**config.mk**
```make
export PLATFORM = sky130hd
export DESIGN_NAME = first_substring_match_unit
export DESIGN_NICKNAME = d
export VERILOG_FILES = /design/src/hdl/fsmu_pkg.sv /design/src/hdl/first_substring_match_unit.sv /design/src/hdl/fsmu_cell.sv
export SDC_FILE = /design/constraint.sdc
export NUM_CORES = 1
export LEC_CHECK = 0
export BUFFER_PORTS_ARGS = -buffer_cell sky130_fd_sc_hd__buf_2
export CAP_MARGIN = 0
export CORE_ASPECT_RATIO = 1.4
export CORE_UTILIZATION = 40
export CTS_BUF_LIST = sky130_fd_sc_hd__clkbuf_4 sky130_fd_sc_hd__clkbuf_8
export DETAILED_ROUTE_END_ITERATION = 16
export PLACE_DENSITY = 0.6
export SLEW_MARGIN = 10
export SYNTH_ARGS = -nofsm -noshare
export SYNTH_HDL_FRONTEND = slang
export SYNTH_HIERARCHICAL = 1
export SYNTH_SLANG_ARGS = --single-unit
export TNS_END_PERCENT = 20
```
**constraint.sdc**
```tcl
create_clock -name clk -period 10.2 [get_ports clk]
set_input_delay 1.53 -clock clk [delete_from_list [all_inputs] [get_ports clk]]
set_output_delay 1.53 -clock clk [all_outputs]
set_load 0.05 [all_outputs]
```
**src/hdl/fsmu_pkg.sv**
```systemverilog
// Shared types and constants for the first substring match unit.
`default_nettype none
package fsmu_pkg;

	localparam int PATTERN_MAX = 64;
	localparam int INDEX_BITS  = 16;
	localparam int LEN_BITS    = $clog2(PATTERN_MAX + 1);
	localparam int POS_W       = 16;
	localparam int OFS_W       = 16;
	// Wide enough to compare a text index against the offset and to hold offset plus one.
	localparam int CMP_W       = ((INDEX_BITS > OFS_W) ? INDEX_BITS : OFS_W) + 1;

	localparam logic [INDEX_BITS-1:0] INDEX_LIMIT = '1;

	typedef enum logic [1:0] {
		OP_CLEAR   = 2'd0,
		OP_PATTERN = 2'd1,
		OP_TEXT    = 2'd2,
		OP_END     = 2'd3
	} op_t;

	// Broadcast control from the sequencer to every cell of the chain.
	typedef struct packed {
		logic       clear;
		logic       load;
		logic       restart;
		logic       step;
		logic [7:0] data;
	} cell_ctrl_t;

endpackage
`default_nettype wire

```
**src/hdl/first_substring_match_unit.sv**
```systemverilog
// Top level: sequencer, chain of compare cells and result register.
//
//  channel | direction | signals
//  in      | input     | in_valid, in_stall, operation, data_byte
//  out     | output    | out_valid, out_stall, found, match_position
//  cfg     | input     | cfg_wr_en, cfg_wr_data (start_offset)
//
// Every input beat is taken unless it is stalled; a text byte is compared in all cells at once.
// A result appears in the cycle after its end-of-text beat is accepted.
// The result register holds one beat; only an end-of-text beat is stalled while it is full
// and its result is not taken in the same cycle.
// Reset empties the pattern, clears the scan and sets start_offset to zero.
`default_nettype none
module first_substring_match_unit
	import fsmu_pkg::*;
(
	input  wire logic              clk,
	input  wire logic              arst_n,
	input  wire logic              in_valid,
	output logic                   in_stall,
	input  wire logic [1:0]        operation,
	input  wire logic [7:0]        data_byte,
	output logic                   out_valid,
	input  wire logic              out_stall,
	output logic                   found,
	output logic [POS_W-1:0]       match_position,
	input  wire logic              cfg_wr_en,
	input  wire logic [OFS_W-1:0]  cfg_wr_data
);

	logic [OFS_W-1:0]      start_offset_q;
	logic [LEN_BITS-1:0]   len_q;
	logic [INDEX_BITS-1:0] text_index_q;
	logic                  match_found_q;
	logic [INDEX_BITS-1:0] match_pos_q;
	logic                  out_valid_q;
	logic                  found_q;
	logic [POS_W-1:0]      position_q;

	op_t        op;
	logic       accept;
	logic       is_clear;
	logic       is_pattern;
	logic       is_text;
	logic       is_end;
	logic       start_ok;
	logic       hit_any;
	logic [CMP_W-1:0] empty_pos;
	logic [INDEX_BITS-1:0] hit_pos;
	cell_ctrl_t ctrl;

	logic [PATTERN_MAX-1:0] fill_w;
	logic [PATTERN_MAX-1:0] match_w;
	logic [PATTERN_MAX-1:0] hit_w;

	assign op       = op_t'(operation);
	assign in_stall = out_valid_q && out_stall && (op == OP_END);
	assign accept   = in_valid && !in_stall;

	always_comb begin
		is_clear   = 1'b0;
		is_pattern = 1'b0;
		is_text    = 1'b0;
		is_end     = 1'b0;
		unique case (op)
			OP_CLEAR:   is_clear   = accept;
			OP_PATTERN: is_pattern = accept;
			OP_TEXT:    is_text    = accept;
			OP_END:     is_end     = accept;
			default:    is_clear   = 1'b0;
		endcase
	end

	// A new partial match may open only at or after the configured offset.
	assign start_ok = CMP_W'(text_index_q) >= CMP_W'(start_offset_q);

	always_comb begin
		ctrl.clear   = is_clear;
		ctrl.load    = is_pattern;
		ctrl.restart = is_clear || is_pattern || is_end;
		ctrl.step    = is_text && (text_index_q != INDEX_LIMIT) && !match_found_q
			&& (len_q != '0);
		ctrl.data    = data_byte;
	end

	for (genvar k = 0; k < PATTERN_MAX; k++) begin : g_cell
		logic pf;
		logic nf;
		logic pm;
		if (k == 0) begin : g_first
			assign pf = 1'b1;
			assign pm = start_ok;
		end else begin : g_rest
			assign pf = fill_w[k-1];
			assign pm = match_w[k-1];
		end
		if (k == PATTERN_MAX - 1) begin : g_last
			assign nf = 1'b0;
		end else begin : g_mid
			assign nf = fill_w[k+1];
		end
		fsmu_cell u_cell (
			.clk        (clk),
			.arst_n     (arst_n),
			.ctrl       (ctrl),
			.prev_fill  (pf),
			.next_fill  (nf),
			.prev_match (pm),
			.fill_q     (fill_w[k]),
			.match_q    (match_w[k]),
			.hit        (hit_w[k])
		);
	end

	assign hit_any = |hit_w;
	// One-based start of the match that ends at the current text index.
	assign hit_pos = text_index_q + INDEX_BITS'(2) - INDEX_BITS'(len_q);

	always_comb begin
		empty_pos = CMP_W'(start_offset_q) + CMP_W'(1);
		if (empty_pos > CMP_W'(INDEX_LIMIT)) begin
			empty_pos = CMP_W'(INDEX_LIMIT);
		end
	end

	always_ff @(posedge clk or negedge arst_n) begin
		if (!arst_n) begin
			start_offset_q <= '0;
		end else if (cfg_wr_en) begin
			start_offset_q <= cfg_wr_data;
		end
	end

	always_ff @(posedge clk or negedge arst_n) begin
		if (!arst_n) begin
			len_q         <= '0;
			text_index_q  <= '0;
			match_found_q <= 1'b0;
			match_pos_q   <= '0;
			out_valid_q   <= 1'b0;
			found_q       <= 1'b0;
			position_q    <= '0;
		end else begin
			if (is_clear) begin
				len_q <= '0;
			end else if (is_pattern && (len_q < LEN_BITS'(PATTERN_MAX))) begin
				len_q <= len_q + LEN_BITS'(1);
			end

			if (ctrl.restart) begin
				text_index_q  <= '0;
				match_found_q <= 1'b0;
				match_pos_q   <= '0;
			end else if (is_text && (text_index_q != INDEX_LIMIT)) begin
				text_index_q <= text_index_q + INDEX_BITS'(1);
				if (ctrl.step && hit_any) begin
					match_found_q <= 1'b1;
					match_pos_q   <= hit_pos;
				end
			end

			if (is_end) begin
				out_valid_q <= 1'b1;
				if (len_q == '0) begin
					found_q    <= 1'b1;
					position_q <= POS_W'(empty_pos);
				end else if (match_found_q) begin
					found_q    <= 1'b1;
					position_q <= POS_W'(match_pos_q);
				end else begin
					found_q    <= 1'b0;
					position_q <= '0;
				end
			end else if (out_valid_q && !out_stall) begin
				out_valid_q <= 1'b0;
			end
		end
	end

	assign out_valid      = out_valid_q;
	assign found          = found_q;
	assign match_position = position_q;

	// The fill flags form a prefix whose size is the pattern length.
	a_fill_len: assert property (@(posedge clk) disable iff (!arst_n)
		$countones(fill_w) == int'(len_q))
		else $error("fill flags disagree with pattern length");

	a_found_nonempty: assert property (@(posedge clk) disable iff (!arst_n)
		match_found_q |-> (len_q != '0))
		else $error("match latched with empty pattern");

	a_clear_empties: assert property (@(posedge clk) disable iff (!arst_n)
		is_clear |=> (len_q == '0) && (fill_w == '0) && !match_found_q)
		else $error("clear did not empty the pattern");

	a_stall_full: assert property (@(posedge clk) disable iff (!arst_n)
		in_stall |-> out_valid_q)
		else $error("input stalled with empty result register");

	a_partial_clear: assert property (@(posedge clk) disable iff (!arst_n)
		(is_pattern || is_end) |=> (match_w == '0) && (text_index_q == '0))
		else $error("scan not restarted");

endmodule
`default_nettype wire

```
**src/hdl/fsmu_cell.sv**
```systemverilog
// One pattern place: stored byte, fill flag and partial match flag.
`default_nettype none
module fsmu_cell
	import fsmu_pkg::*;
(
	input  wire logic       clk,
	input  wire logic       arst_n,
	input  wire cell_ctrl_t ctrl,
	input  wire logic       prev_fill,
	input  wire logic       next_fill,
	input  wire logic       prev_match,
	output logic            fill_q,
	output logic            match_q,
	output logic            hit
);

	logic [7:0] byte_q;
	logic       take;
	logic       match_next;

	// The first empty cell of the chain takes the next pattern byte.
	assign take       = ctrl.load && prev_fill && !fill_q;
	assign match_next = fill_q && prev_match && (byte_q == ctrl.data);
	// Only the last filled cell can complete a match.
	assign hit        = ctrl.step && match_next && !next_fill;

	always_ff @(posedge clk or negedge arst_n) begin
		if (!arst_n) begin
			fill_q  <= 1'b0;
			match_q <= 1'b0;
		end else begin
			if (ctrl.clear) begin
				fill_q <= 1'b0;
			end else if (take) begin
				fill_q <= 1'b1;
			end
			if (ctrl.restart) begin
				match_q <= 1'b0;
			end else if (ctrl.step) begin
				match_q <= match_next;
			end
		end
	end

	always_ff @(posedge clk) begin
		if (take) begin
			byte_q <= ctrl.data;
		end
	end

endmodule
`default_nettype wire

```
==> results of run 1 <==
stage by stage:
step | instance area, µm² | worst slack [ps] | util (%) | instances | power (mW)
6_report | 35900 | 5090 | 45.5 | 3705 | 6.34
5_1_grt | 35900 | 4950 | 45.5 | 3705 | 6.60
4_1_cts | 35900 | 5070 | 45.5 | 3704 | 6.42
3_5_place_dp | 33600 | 4460 | 42.6 | 3509 | 3.98
3_3_place_gp | 33600 | 4020 | 42.6 | 3509 | 3.97
2_1_floorplan | 31800 | 6.90 | - | 2400 | 3.73
power groups by stage:
stage | clock network, mW | logic (mW) | registers (mW)
floorplan | 0 | 0.347 | 3.38
global placement | 0 | 0.702 | 3.27
detailed placement | 0 | 0.714 | 3.27
CTS | 2.49 | 0.716 | 3.21
global route | 2.61 | 0.775 | 3.22
finish | 2.42 | 0.706 | 3.21
cell type report:
cell class / count / area (µm²)
clock buffer: 160 / 1980
fill: 7099 / 43000
timing repair buffer: 72 / 528
multi-input combinational: 1625 / 11200
tap: 1054 / 1320
sequential: 713 / 20400
inverter: 45 / 174
clock inverter: 35 / 275
antenna: 1 / 2.50
final timing paths:
| path | from | endpoint | slack, ps | depth (start not counted) |
|---|---|---|---|---|
| setup / recovery | text_index_q[8] | match_pos_q[4] | 5090 | 16 |
| hold / removal | match_position[11] | match_position[11] | 470 | 1 |
| setup reg to reg | text_index_q[8] | match_pos_q[4] | 5090 | 16 |
| hold reg to reg | match_position[11] | match_position[11] | 470 | 1 |
| max in group asynchronous | arst_n | g_cell[57].u_cell/match_q | 7310 | 3 |
| min in group asynchronous | arst_n | g_cell[6].u_cell/fill_q | 890 | 1 |
routing by layer:
layer	GRT usage [%]	share of wire, %	vias up
li1	-	-	9074
met1	20.2	40	9689
met2	33.2	54	366
met3	2.36	3.2	108
met4	7.93	3.4	0
met5	0	0	-
cells in the final DEF (no fill, tap or decap), types with 36 or more instances in the layout:
cell / count
xnor2_1: 293
ha_1: 50
o31ai_2: 63
inv_1: 44
nor2_1: 228
clkbuf_8: 124
buf_2: 40
nor4_1: 82
dfrtp_1: 201
xor2_1: 261
nand2_1: 190
nor3_1: 73
clkbuf_4: 36
a21oi_1: 93
nand4_1: 142
edfxtp_1: 512
flip-flops by register name, summed over array words and instances, names as in the netlist:
signal,count
match_position,16
text_index_q,16
len_q,7
out_valid,1
match_found_q,1
g_cell.u_cell/byte_q,512
found,1
g_cell.u_cell/match_q,63
match_pos_q,16
start_offset_q,16
g_cell.u_cell/fill_q,64
==> metrics.yaml, run 1 <==
syn_to_final_growth_pct: 12.7
synthCells: 2399
fmax_ghz: 0.196
worst-path-buf-inv: 3
grt_pass1_wl_um: 113000
cp.required_ps: 10780
hold-worst-slack_ps: 470
ir_drop_mv: 0.108
core_area_um2: 78900
drt_wl_total_um: 70300
tightest_slew_ps: 1190
critPathKind: "register to register"
power_density_nw_per_um2: 177
die_height_um: 336
viasPerCell: 5.19
cp-end-kind: "register"
p_comb_share_pct: 11.1
ant_nets: 0
die_w_um: 240
yosysWarnings: 6
io-pin-count: 50
worst_clock_skew_ps: 31.4
crit_path_max_fanout: 39
grt_max_degree: 115
switching_power_mw: 1.62
power_switching_share_pct: 25.6
rsz0062_at_grt: "no"
cp_top_family: "simple AND/OR/NAND/NOR gates"
max-slew-margin-rel_pct: 21.0
hold_viol: 0
clk_latency_ps: 720
post_cts_buffers: 0
ctsHoldBuffers: 0
clock_sinks: 713
grt_pass1_vias: 20500
dieArea_um2: 80700
syn_avg_cell_area_um2: 13.3
setup_viol_count_final: 0
start_util_pct: 40.3
cts_tree: "built"
vias: 19200
path_clk_slew_ps: 60
finalCriticalPeriod_ps: 5110
internal-power_mw: 4.71
arrival_ps: 5700
cts_root_buffer: "clkbuf_8"
hpwl_um: 41500
nets: 2643
outcome: "finished, final reports clean"
synth_area_um2: 31800
crit_path_start_kind: "register"
htree_levels: 3
first_pass_iters: 5
seq_power_share_pct: 50.7
cts_resized: 0
critical-path-slowest-cell: "nor4_1"
first_iter_violations: 1032
worstPathCellList: "ha_1, and4_1, nand4_1, o21bai_4, nor3_2, buf_4, buf_4, nand4_1, nor3_1, nor4_1, nand4_1, nor4_1, nor4_4, buf_4, o211ai_1, o21ai_1"
rows: 122
period_share_pct: 50.1
clockBufferDepth: 3
drive_gt1_share_pct: 12.9
worst_path_largest_cell_delay_ps: 750
gp_congestion: 0.801
drv_cap: 0
drv_slew: 0
min_path_type: "register to register"
numPortBuffers: 49
cts-buffers-inserted: 104
drc: 0
grt_use_total_pct: 17.9
pwr-share-clk_pct: 38.2
overflow: 0
p_leak_nw: 12.9
setup_tns_ps: 0
antenna_found_initial: 1
wl_per_cell_um: 19.0
No activity file was read; power rests on OpenSTA's default activity.
==> inputs of run 2 (changes only) <==
Clock period 10.2 ns to 5 ns, I/O delays scaled along.
==> run 2 against run 1 <==
Compared with the run above:
- the flow now finishes with violations (design-rule violations)
- clock power rose by 100%
- register-to-register slack worse by 4600 ps
- critical path depth decreased by 2
- sequential share of layout area is 1.0 points lower
- sequential cell count unchanged
- worst setup slack worse by 4600 ps
- die area did not move
- global-route usage grew 0.46 points
- non-clock buffer count is 53 higher
- power is 100% higher
- critical endpoint is now match_pos_q[13]
- largest cell class unchanged
==> metrics.yaml, run 2 (synthesized netlist as in run 1, its figures left out) <==
power_density_nw_per_um2: 355  # +100%
tightest_slew_ps: 1160  # -26.7 ps
internal-power_mw: 9.68  # +110%
syn_to_final_growth_pct: 14.8
grt_use_total_pct: 18.3  # +0.46 points
outcome: "finished with violations"
top_register: "g_cell.u_cell/byte_q"
drive_gt1_share_pct: 14.8  # +1.9 points
wl_per_cell_um: 19.3  # +1.6%
die_height_um: 336  # unchanged
top_usage_layer: "met2"
power_switching_share_pct: 25.5  # -0.098 points
ir_drop_mv: 0.268  # +150%
worst_clock_skew_ps: 29.6  # -1.81 ps
path_clk_slew_ps: 60  # about the same
timing.rr.start: "text_index_q[10]"
grt_pass1_vias: 20300  # -0.93%
p_leak_nw: 13.2  # +2.8%
die_w_um: 240  # unchanged
r2r_slack_ps: 490  # -4600 ps
ctsHoldBuffers: 0  # unchanged
r2r_end: "match_pos_q[13]"
p_total_mw: 13.0  # +100%
nFillCells: 7065  # -0.48%
gp_congestion: 0.878  # +9.6%
first_pass_iters: 11  # +6
crit_path_start_kind: "register"
mostFrequentLayoutCell: "edfxtp_1"
max-slew-margin-rel_pct: 22.2  # +1.2 points
pwr-share-clk_pct: 37.9  # -0.3 points
hold_viol: 0  # unchanged
drt_wl_total_um: 72500  # +3.2%
clk_latency_ps: 720  # about the same
crit_path_max_fanout: 75  # +92%
hold-worst-slack_ps: 115  # -355 ps
violations: "design-rule violations"
clock_sinks: 713  # unchanged
antenna_found_initial: 1  # unchanged
rows: 122  # unchanged
largest_reg_flops: 512  # unchanged
htree_levels: 3  # unchanged
drv_slew: 0  # unchanged
finalCriticalPeriod_ps: 4510  # -601 ps
setup_tns_ps: 0  # unchanged
cp.required_ps: 5630  # -5150 ps
use_met1_pct: 20.9  # +0.70 points
rsz0062_at_grt: "no"
min_path_type: "primary input to async pin"
cts_resized: 0  # unchanged
clockBufferDepth: 3  # unchanged
p_comb_share_pct: 11.7  # +0.6 points
vias: 19400  # +0.83%
seq_power_share_pct: 50.4  # -0.3 points
core_area_um2: 78900  # unchanged
layout_common_cells: "edfxtp_1 (512), xnor2_1 (293), xor2_1 (261)"
cts_root_buffer: "clkbuf_8"
post_cts_buffers: 0  # unchanged
period_share_pct: 90.2  # +40 points
final_area_um2: 36500  # +1.9%
dpl_cell_area_um2: 34300  # +1.9%
drc: 1  # +1
grt_max_degree: 113  # -1.7%
r2r_cells: 14  # -2
setup_viol_count_final: 0  # unchanged
met3_usage_pct: 2.27  # -0.090 points
dieArea_um2: 80700  # unchanged
top_regs: "g_cell.u_cell/byte_q x512, g_cell.u_cell/fill_q x64, g_cell.u_cell/match_q x63"
numPortBuffers: 49  # unchanged
first_iter_violations: 1068  # +3.5%
switching_power_mw: 3.32  # +100%
overflow: 0  # unchanged
nets: 2700  # +2.2%
arrival_ps: 5140  # -560 ps
cts-buffers-inserted: 108  # +3.8%
gr-usage-met2_pct: 33.6  # +0.47 points
critPathKind: "register to register"
io-pin-count: 50  # unchanged
ant_nets: 0  # unchanged
hpwl_um: 47300  # +14%
drv_cap: 0  # unchanged
start_util_pct: 40.3  # unchanged
cts_tree: "built"
fmax_ghz: 0.222  # +13%
cp-end-kind: "register"
grt_pass1_wl_um: 114000  # +1.7%
viasPerCell: 5.15  # -0.73%
==> run 2: through the flow <==
| step | std cells | utilization, % | worst slack (ps) |
|---|---|---|---|
| 3_5_place_dp | 3562 | 43.4 | 416 |
| 5_1_grt | 3763 | 46.3 | 249 |
| 4_1_cts | 3762 | 46.3 | 488 |
| 2_1_floorplan | 2400 | - | 72.1 |
| 3_3_place_gp | 3562 | 43.4 | 558 |
| 6_report | 3763 | 46.3 | 488 |
==> run 2: worst max-delay path, cell delays in order, from the launching register on <==
cell and delay (ps):
dfrtp_1 460, ha_1 240, and4_1 180, nand4_1 240, o21bai_4 160, nor3_4 310, buf_12 340, nand4_1 210
nor3_1 350, nor4_1 130, nand4_1 180, nor4_1 140, nor4_4 880, buf_4 290, mux2i_1 220
==> run 2: per-layer routing <==
metal	wire length (µm)	vias up	part of all wire (%)
met1	28900	9704	40
met3	2090	146	2.9
met5	0	-	0
li1	-	9198	-
met2	38800	348	53
met4	2760	0	3.8
==> run 2: how the worst max path moves through the flow <==
stage               slack [ps]             start               to  cells after the start
detailed placement         420      operation[0]  match_pos_q[13]                     13
global route               250  text_index_q[10]  match_pos_q[12]                     14
global placement           560      operation[0]  match_pos_q[15]                     13
CTS                        490  text_index_q[10]  match_pos_q[13]                     14
floorplan                   70      operation[0]    match_found_q                     12
finish                     490  text_index_q[10]  match_pos_q[13]                     14
==> run 2: cell type report <==
| class | instances | area (µm²) | area share, % |
|---|---|---|---|
| antenna | 1 | 2.50 | 0.00685 |
| clock buffer | 170 | 2080 | 5.68 |
| clock inverter | 30 | 191 | 0.524 |
| inverter | 45 | 174 | 0.476 |
| multi-input combinational | 1625 | 11200 | 30.6 |
| sequential | 713 | 20400 | 55.8 |
| tap | 1054 | 1320 | 3.61 |
| timing repair buffer | 125 | 1180 | 3.22 |
==> run 2: power groups by stage <==
stage	logic, mW	registers, mW	clock network, mW
6_report	1.52	6.54	4.92
5_1_grt	1.67	6.56	5.30
4_1_cts	1.53	6.54	5.08
3_3_place_gp	1.51	6.66	0
2_1_floorplan	0.696	6.90	0
3_5_place_dp	1.52	6.67	0
